**src/sfr_pkg.sv**
```systemverilog
// sfr_pkg: shared types and constants of the streaming find and replace block
// used by stream_find_replace and sfr_out; no dependencies

package sfr_pkg;

  // configuration port geometry
  localparam int CFG_IDX_W  = 2;
  localparam int CFG_DATA_W = 64;

  // register indexes
  localparam logic [CFG_IDX_W-1:0] CFG_PATTERN_BYTES = 2'd0;
  localparam logic [CFG_IDX_W-1:0] CFG_PATTERN_LEN   = 2'd1;
  localparam logic [CFG_IDX_W-1:0] CFG_REPLACE_BYTES = 2'd2;
  localparam logic [CFG_IDX_W-1:0] CFG_REPLACE_LEN   = 2'd3;

  // output sideband bit positions
  localparam int TUSER_W          = 2;
  localparam int TUSER_BYTE_VALID = 0;
  localparam int TUSER_DONE       = 1;

  // control that travels with one output run
  typedef struct packed {
    logic done;   // run closes the string
    logic empty;  // run is the single empty end marker
  } run_ctl_t;

endpackage

```
**src/sfr_match.sv**
```systemverilog
// sfr_match: parallel prefix checks of the pending window against the pattern
// no package dependencies; instantiated by stream_find_replace

module sfr_match #(
  parameter int PATTERN_MAX = 8,
  parameter int CNT_W       = 4
) (
  input  logic [PATTERN_MAX-1:0][7:0] win,       // window with new byte appended
  input  logic [CNT_W-1:0]            cnt_app,   // bytes in that window
  input  logic [CNT_W-1:0]            plen,      // effective pattern length
  input  logic [63:0]                 pat_bytes,
  output logic                        full_hit,
  output logic [CNT_W-1:0]            rel        // leading bytes to release
);

  logic [PATTERN_MAX-1:0][PATTERN_MAX-1:0] eq;
  logic [PATTERN_MAX-1:0]                  ok;

  // byte compare matrix: window position i against pattern position j
  always_comb begin
    for (int i = 0; i < PATTERN_MAX; i++) begin
      for (int j = 0; j < PATTERN_MAX; j++) begin
        eq[i][j] = (win[i] == pat_bytes[8*j +: 8]);
      end
    end
  end

  // whole window equals the whole pattern
  always_comb begin
    full_hit = (plen != '0) && (cnt_app == plen);
    for (int i = 0; i < PATTERN_MAX; i++) begin
      if ((CNT_W'(i) < plen) && !eq[i][i]) begin
        full_hit = 1'b0;
      end
    end
  end

  // tail starting at k is a proper prefix of the pattern
  always_comb begin
    for (int k = 0; k < PATTERN_MAX; k++) begin
      ok[k] = (CNT_W'(k) < cnt_app) && ((cnt_app - CNT_W'(k)) < plen);
      for (int i = k; i < PATTERN_MAX; i++) begin
        if ((CNT_W'(i) < cnt_app) && !eq[i][i-k]) begin
          ok[k] = 1'b0;
        end
      end
    end
  end

  // smallest release that leaves a prefix, else release everything
  always_comb begin
    rel = cnt_app;
    for (int k = PATTERN_MAX - 1; k >= 0; k--) begin
      if (ok[k]) begin
        rel = CNT_W'(k);
      end
    end
  end

endmodule

```
**src/sfr_out.sv**
```systemverilog
// sfr_out: result register that holds one run of output bytes and sends it
// one beat at a time; depends on sfr_pkg

module sfr_out
  import sfr_pkg::*;
#(
  parameter int RUN_MAX = 8,
  parameter int RUN_W   = 4
) (
  input  logic                     clk,
  input  logic                     rst_n,
  input  logic                     load,
  input  logic [RUN_MAX-1:0][7:0]  load_bytes,
  input  logic [RUN_W-1:0]         load_len,
  input  run_ctl_t                 load_ctl,
  output logic                     run_free,
  output logic                     out_tvalid,
  input  logic                     out_tready,
  output logic [7:0]               out_tdata,   // out_byte
  output logic                     out_tlast,   // last_of_run
  output logic [TUSER_W-1:0]       out_tuser    // byte_valid, string_done
);

  logic                    vld_r, vld_nxt;
  logic [RUN_MAX-1:0][7:0] bytes_r, bytes_nxt;
  logic [RUN_W-1:0]        rem_r, rem_nxt;
  run_ctl_t                ctl_r, ctl_nxt;
  logic                    last;
  logic                    fire;

  assign last     = (rem_r == RUN_W'(1));
  assign fire     = vld_r && out_tready;
  assign run_free = !vld_r || (fire && last);

  // advance through the run, reload when a new run arrives
  always_comb begin
    vld_nxt   = vld_r;
    bytes_nxt = bytes_r;
    rem_nxt   = rem_r;
    ctl_nxt   = ctl_r;
    if (fire) begin
      if (last) begin
        vld_nxt = 1'b0;
      end else begin
        bytes_nxt = bytes_r >> 8;
        rem_nxt   = rem_r - RUN_W'(1);
      end
    end
    if (load) begin
      vld_nxt   = 1'b1;
      bytes_nxt = load_bytes;
      rem_nxt   = load_len;
      ctl_nxt   = load_ctl;
    end
  end

  // control state
  always_ff @(posedge clk) begin
    if (!rst_n) begin
      vld_r <= 1'b0;
      rem_r <= '0;
    end else begin
      vld_r <= vld_nxt;
      rem_r <= rem_nxt;
    end
  end

  // run payload
  always_ff @(posedge clk) begin
    bytes_r <= bytes_nxt;
    ctl_r   <= ctl_nxt;
  end

  // beat fields
  always_comb begin
    out_tvalid                  = vld_r;
    out_tdata                   = bytes_r[0];
    out_tlast                   = last;
    out_tuser                   = '0;
    out_tuser[TUSER_BYTE_VALID] = !ctl_r.empty;
    out_tuser[TUSER_DONE]       = ctl_r.done && last;
  end

endmodule

```
**src/stream_find_replace.sv**
```systemverilog
// stream_find_replace: top level of the streaming find and replace block
// depends on sfr_pkg, sfr_match and sfr_out

// Replaces every leftmost, non-overlapping occurrence of the configured pattern
// (pattern_len bytes, at most PATTERN_MAX) in the byte stream with the configured
// replacement (replace_len bytes, at most REPLACE_MAX); other bytes pass through.
// A pattern length of zero passes all data unchanged. Input beats carry one byte,
// with in_tlast on the final byte of a string. Each input byte yields a run of
// zero to max(PATTERN_MAX, REPLACE_MAX) output beats; out_tlast marks the end of
// the run, and the final byte of a string always yields at least one beat (an
// empty marker with byte_valid low if nothing else is due) whose string_done is
// set. An accepted byte waits in the input register, where it is matched, until
// the output register is free and takes its run; the block takes one byte per
// cycle as long as each run leaves in a single beat, and a longer run holds the
// output register, and thus the input after one buffered byte, until its last
// beat is taken. Configure only while no string is in flight.

module stream_find_replace
  import sfr_pkg::*;
#(
  parameter int PATTERN_MAX = 8,
  parameter int REPLACE_MAX = 8
) (
  input  logic                  clk,
  input  logic                  rst_n,
  // configuration
  input  logic                  cfg_we,
  input  logic [CFG_IDX_W-1:0]  cfg_index,
  input  logic [CFG_DATA_W-1:0] cfg_wdata,
  // input stream
  input  logic                  in_tvalid,
  output logic                  in_tready,
  input  logic [7:0]            in_tdata,    // in_byte
  input  logic                  in_tlast,    // end_of_string
  // output stream
  output logic                  out_tvalid,
  input  logic                  out_tready,
  output logic [7:0]            out_tdata,   // out_byte
  output logic                  out_tlast,   // last_of_run
  output logic [TUSER_W-1:0]    out_tuser    // byte_valid, string_done
);

  localparam int CNT_W   = $clog2(PATTERN_MAX + 1);
  localparam int RUN_MAX = (PATTERN_MAX > REPLACE_MAX) ? PATTERN_MAX : REPLACE_MAX;
  localparam int RUN_W   = $clog2(RUN_MAX + 1);

  // configuration registers
  logic [63:0] pat_bytes_r;
  logic [3:0]  pat_len_r;
  logic [63:0] rep_bytes_r;
  logic [3:0]  rep_len_r;

  // input register
  logic       item_vld_r, item_vld_nxt;
  logic [7:0] item_byte_r;
  logic       item_eos_r;

  // pending window
  logic [PATTERN_MAX-1:0][7:0] win_r, win_nxt;
  logic [CNT_W-1:0]            cnt_r, cnt_nxt;

  logic                        accept;
  logic                        advance;
  logic                        run_free;
  logic [CNT_W-1:0]            plen;
  logic [RUN_W-1:0]            rlen;
  logic [PATTERN_MAX-1:0][7:0] win_app;
  logic [CNT_W-1:0]            cnt_app;
  logic                        full_hit;
  logic [CNT_W-1:0]            rel;
  logic [RUN_MAX-1:0][7:0]     run_bytes;
  logic [RUN_W-1:0]            run_len;
  run_ctl_t                    run_ctl;
  logic                        run_load;

  // configuration writes
  always_ff @(posedge clk) begin
    if (!rst_n) begin
      pat_bytes_r <= '0;
      pat_len_r   <= '0;
      rep_bytes_r <= '0;
      rep_len_r   <= '0;
    end else if (cfg_we) begin
      case (cfg_index)
        CFG_PATTERN_BYTES: pat_bytes_r <= cfg_wdata[63:0];
        CFG_PATTERN_LEN:   pat_len_r   <= cfg_wdata[3:0];
        CFG_REPLACE_BYTES: rep_bytes_r <= cfg_wdata[63:0];
        CFG_REPLACE_LEN:   rep_len_r   <= cfg_wdata[3:0];
        default: ;
      endcase
    end
  end

  // oversized lengths saturate at the build limits
  assign plen = (pat_len_r > 4'(PATTERN_MAX)) ? CNT_W'(PATTERN_MAX) : CNT_W'(pat_len_r);
  assign rlen = (rep_len_r > 4'(REPLACE_MAX)) ? RUN_W'(REPLACE_MAX) : RUN_W'(rep_len_r);

  // input handshake: buffer one beat while the output run drains
  assign in_tready    = !item_vld_r || run_free;
  assign accept       = in_tvalid && in_tready;
  assign advance      = item_vld_r && run_free;
  assign item_vld_nxt = accept || (item_vld_r && !advance);

  always_ff @(posedge clk) begin
    if (!rst_n) begin
      item_vld_r <= 1'b0;
    end else begin
      item_vld_r <= item_vld_nxt;
    end
  end

  always_ff @(posedge clk) begin
    if (accept) begin
      item_byte_r <= in_tdata;
      item_eos_r  <= in_tlast;
    end
  end

  // append the new byte behind the pending bytes
  assign cnt_app = cnt_r + CNT_W'(1);

  always_comb begin
    for (int i = 0; i < PATTERN_MAX; i++) begin
      win_app[i] = (CNT_W'(i) == cnt_r) ? item_byte_r : win_r[i];
    end
  end

  sfr_match #(
    .PATTERN_MAX (PATTERN_MAX),
    .CNT_W       (CNT_W)
  ) u_match (
    .win       (win_app),
    .cnt_app   (cnt_app),
    .plen      (plen),
    .pat_bytes (pat_bytes_r),
    .full_hit  (full_hit),
    .rel       (rel)
  );

  // build the run for this byte and the window that stays behind
  always_comb begin
    run_bytes = '0;
    run_len   = '0;
    if (full_hit) begin
      for (int i = 0; i < RUN_MAX; i++) begin
        run_bytes[i] = rep_bytes_r[8*i +: 8];
      end
      run_len = rlen;
    end else begin
      for (int i = 0; i < PATTERN_MAX; i++) begin
        run_bytes[i] = win_app[i];
      end
      run_len = item_eos_r ? RUN_W'(cnt_app) : RUN_W'(rel);
    end

    // end of string with nothing to send: one empty marker
    run_ctl.done  = item_eos_r;
    run_ctl.empty = item_eos_r && (run_len == '0);
    if (run_ctl.empty) begin
      run_bytes = '0;
      run_len   = RUN_W'(1);
    end
    run_load = advance && (run_len != '0);

    win_nxt = win_app >> {rel, 3'b000};
    cnt_nxt = (full_hit || item_eos_r) ? '0 : (cnt_app - rel);
  end

  // window state
  always_ff @(posedge clk) begin
    if (!rst_n) begin
      cnt_r <= '0;
    end else if (advance) begin
      cnt_r <= cnt_nxt;
    end
  end

  always_ff @(posedge clk) begin
    if (advance) begin
      win_r <= win_nxt;
    end
  end

  sfr_out #(
    .RUN_MAX (RUN_MAX),
    .RUN_W   (RUN_W)
  ) u_out (
    .clk        (clk),
    .rst_n      (rst_n),
    .load       (run_load),
    .load_bytes (run_bytes),
    .load_len   (run_len),
    .load_ctl   (run_ctl),
    .run_free   (run_free),
    .out_tvalid (out_tvalid),
    .out_tready (out_tready),
    .out_tdata  (out_tdata),
    .out_tlast  (out_tlast),
    .out_tuser  (out_tuser)
  );

endmodule

```
**config.mk**
```make
export PLATFORM = sky130hd
export DESIGN_NAME = stream_find_replace
export DESIGN_NICKNAME = d
export VERILOG_FILES = /design/src/sfr_pkg.sv /design/src/sfr_match.sv /design/src/sfr_out.sv /design/src/stream_find_replace.sv
export SDC_FILE = /design/constraint.sdc
export NUM_CORES = 1
export LEC_CHECK = 0
export ABC_AREA = 0
export BUFFER_PORTS_ARGS = -buffer_cell sky130_fd_sc_hd__buf_4
export CAP_MARGIN = 30
export CORE_MARGIN = 3
export CORE_UTILIZATION = 55
export CTS_BUF_LIST = sky130_fd_sc_hd__clkbuf_8
export DETAILED_ROUTE_END_ITERATION = 12
export GPL_TIMING_DRIVEN = 0
export PLACE_DENSITY_LB_ADDON = 0.25
export SETUP_SLACK_MARGIN = 0.1
export SLEW_MARGIN = 30
export SYNTH_ARGS = -nofsm -noshare
export SYNTH_HDL_FRONTEND = slang
export SYNTH_SLANG_ARGS = --single-unit
```
**constraint.sdc**
```tcl
create_clock -name clk -period 5.41 [get_ports clk]
set_input_delay 0.541 -clock clk [delete_from_list [all_inputs] [get_ports clk]]
set_output_delay 0.541 -clock clk [all_outputs]
set_load 0.005 [all_outputs]
```
==> impl_metrics.toml <==
[critical_path]
reg2reg_to = "win_r[0]$_SDFFCE_PP0P_"
cp_common_cell = "mux2i_1"
cp.arrival_ns = 5.74
rr_startpoint = "item_byte_r[1]$_DFFE_PP_"
crit_slowest_cell = "a2111oi_2"
cp_slowest_stage_delay_ns = 0.64
regToRegSetupSlack_ns = 0.06
worstSetupStartpointType = "flip-flop"
crit_required_ns = 5.80
critical_path_class = "reg -> reg"
cp_cell_sequence = "buf_2 > nor2b_1 > a2111oi_2 > nand3_1 > o211ai_1 > o21ai_0 > nor4_2 > nor2_4 > a21oi_4 > buf_4 > mux2i_1 > mux2i_1 > o22ai_1"
endpoint_kind = "flip-flop"
path_max_fanout = 10
ff2ff_path_depth = 13

[cts]
clk_latency_ns = 0.67
clkTransAtPathRegs_ns = 0.09
cts_tree = "done"
cts-root-buf = "clkbuf_8"
cts_inserted_buffers = 49
hold_buffers = 0
htreeDepth = 2
clk_path_buf_depth = 3
cts.sinks = 285

[die]
initial_core_util_pct = 56.2
num_rows = 69
core_area_mm2 = 0.0357
die_area_mm2 = 0.0388
boundaryPins = 93
die_h_um = 197
die_w_um = 197

[sta]
min_period_ns = 5.35
fmax_mhz = 187
skew_ns = 0.0350
rsz0062_at_grt = "no"
post-route-period-util_pct = 99.0
whs_ns = 0.0373
hold_viol = 0
setup_violations = 0
slew_violations = 0
maxSlewHeadroom_pct = 25.2
worstMarginPinSlew_ns = 1.12

[synthesis]
syn-instance-count = 2355
ys_seq_area_share_pct = 35.4
syn-mean-instance-area_um2 = 8.52
synth_flop_cell = "dfxtp_1"
syn_area_mm2 = 0.0201
synth_cell_types = 85
synth_nets = 2470
synth-seq-cells = 285
synth_edf_count = 139
yosysWarnings = 0
synthArstFlopShare_pct = 0

[flow_run]
drv_cap = 0

[placement]
io_buffer_count = 92
dp_hpwl_um = 69200
gp_congestion = 1.09
dp.cells = 2910

[drt]
drc_errors = 0
post_drt_wl_per_cell_um = 30.4
vias = 20300
first_pass_iters = 9
routed_wl_um = 91600
ant_nets = 0
viasPerCell = 6.74
drt_iter0_markers = 2784

[global_route]
grtUsageMet2_pct = 65.7
gr-usage-met3_pct = 14.2
gr-usage-all-layers_pct = 45.9
grt_pass1_vias = 19200
busiest_layer = "met2"
grt_remaining_overflow = 0
grt_util_met1_pct = 57.3
grt_max_degree = 70
antenna_found_initial = 2
grt_pass1_wl_um = 129000

[final_layout]
fillers = 3015
stdcell_count = 3016
drive_gt1_share_pct = 14.8
num-nets-final = 2630
syn2layout_area_growth_pct = 14.9

[pwr]
p_leak_uw = 0.00918
max-vdd-ir-drop_mv = 0.248
power_density_mw_per_mm2 = 242

[worst_hold_path]
worstHoldStart = "in_tdata[1]"
hold_path.class = "in -> reg"
hold_depth = 1
min_to = "item_byte_r[1]$_DFFE_PP_"

[outcome]
status = "completed"
## what timing repair did
| action | in CTS | in global routing |
|---|---|---|
| setup endpoints to repair | 204 | 190 |
| resized for setup | 47 | 45 |
| cloned | 1 | 0 |
| setup buffers | 8 | 6 |
| pin swaps | 5 | 8 |
## synthesized netlist by cell type, drive strengths merged, types with 10 or more instances
master | n | share of area (%)
nand3b | 18 | 0.75
o2bb2ai | 57 | 2.5
or3 | 11 | 0.34
buf | 103 | 3.0
dfxtp | 146 | 15
nor2b | 46 | 1.4
a21oi | 196 | 4.9
nand3 | 52 | 1.3
nand4 | 22 | 0.69
xor2 | 236 | 10
nor4 | 66 | 2.2
mux2i | 139 | 7.1
nor2 | 105 | 2.0
o21ai | 96 | 2.5
o22ai | 23 | 0.72
ha | 35 | 2.2
nor3 | 19 | 0.47
a31oi | 14 | 0.44
o221ai | 10 | 0.44
nand2 | 358 | 6.7
a221oi | 12 | 0.52
xnor2 | 79 | 3.4
a211oi | 23 | 0.86
clkbuf | 133 | 2.5
a22oi | 12 | 0.45
inv | 65 | 1.2
edfxtp | 139 | 21
o211ai | 19 | 0.71
## worst max-delay path, delay by kind of cell (launching register included)
kind	cells	cell delay (ns)
simple gates	4	1.50
compound gates	5	1.82
buf+inv	2	0.66
mux	2	0.58
flops	1	0.46
## per-layer routing
layer	part of all wire, %	up-vias
met3	13	525
li1	-	8620
met1	36	9541
met2	41	1638
met4	9.9	0
met5	0	-
## worst max-delay path by stage
stage / slack, ns / depth (start not counted) / from / to
floorplan: 0.20 / 18 / cnt_r[0]$_SDFFE_PN0P_ / u_out.bytes_r[10]$_DFFE_PP_
global placement: -2.05 / 16 / cnt_r[0]$_SDFFE_PN0P_ / u_out.bytes_r[62]$_SDFFCE_PP0P_
detailed placement: -1.68 / 16 / cnt_r[0]$_SDFFE_PN0P_ / u_out.bytes_r[54]$_DFFE_PP_
CTS: 0.08 / 23 / cnt_r[0]$_SDFFE_PN0P_ / cnt_r[2]$_SDFFE_PN0P_
global route: 0.04 / 22 / cnt_r[0]$_SDFFE_PN0P_ / cnt_r[2]$_SDFFE_PN0P_
finish: 0.06 / 13 / item_byte_r[1]$_DFFE_PP_ / win_r[0]$_SDFFCE_PP0P_
## registers in the layout, indices dropped and copies added, names as in the netlist, 2 cells and up
name / count
win_r: 64
u_out.rem_r: 4
rep_bytes_r: 64
u_out.out_tdata: 8
pat_bytes_r: 64
u_out.ctl_r: 2
pat_len_r: 4
cnt_r: 4
rep_len_r: 4
item_byte_r: 8
u_out.bytes_r: 56
## cell type report
cell class	instances	area, um2	share of cell area, %
antenna	1	2.50	0.0109
buffer	236	1170	5.09
clock buffer	57	785	3.40
clock inverter	33	282	1.22
inverter	67	267	1.16
multi-input combinational	1768	12000	52.1
sequential	285	7100	30.8
tap	461	577	2.50
timing repair buffer	108	856	3.71
## power by group
group	switching (uW)	internal (uW)
Sequential	68.7	2400
Combinational	619	318
Clock	1000	1170
Total	1690	3890
## layout by cell type (no fill, tap or decap), types with 46 or more instances in the layout
| master | count |
|---|---|
| o21ai_0 | 90 |
| nor4_1 | 58 |
| clkbuf_8 | 57 |
| xnor2_1 | 78 |
| a21oi_1 | 192 |
| dfxtp_1 | 144 |
| nor2_1 | 102 |
| nand3_1 | 52 |
| o2bb2ai_1 | 57 |
| buf_4 | 133 |
| mux2i_1 | 110 |
| edfxtp_1 | 139 |
| buf_2 | 47 |
| clkbuf_1 | 129 |
| nor2b_1 | 46 |
| xor2_1 | 235 |
| inv_1 | 70 |
| nand2_1 | 357 |
## kinds of logic (layout without fill, tap and decap cells)
| group | Yosys count | in the layout | share of synthesized area (%) |
|---|---|---|---|
| muxes | 142 | 142 | 7.25 |
| DFF | 285 | 285 | 35.4 |
| xor gates and xnor gates | 315 | 315 | 13.8 |
| other | 0 | 1 | 0 |
| adders and majority gates | 35 | 35 | 2.18 |
| buffers and inverters | 303 | 501 | 6.77 |
| AOI/OAI and AO/OA | 525 | 525 | 16.9 |
| and+or+nand+nor | 750 | 751 | 17.8 |
## through the flow
stage          power, uW  instance area [um2]  setup slack [ns]  setup TNS [ns]  utilization, %
3_5_place_dp        3370                21400             -1.68         -228.09            60.0
2_1_floorplan       3010                20100             0.201               0               -
3_3_place_gp        3350                21300             -2.05         -242.33            59.7
5_1_grt             5710                23100            0.0358               0            64.5
4_1_cts             5520                22800            0.0787               0            63.8
6_report            5580                23100            0.0554               0            64.5
No activity file was read; power rests on OpenSTA's default activity.
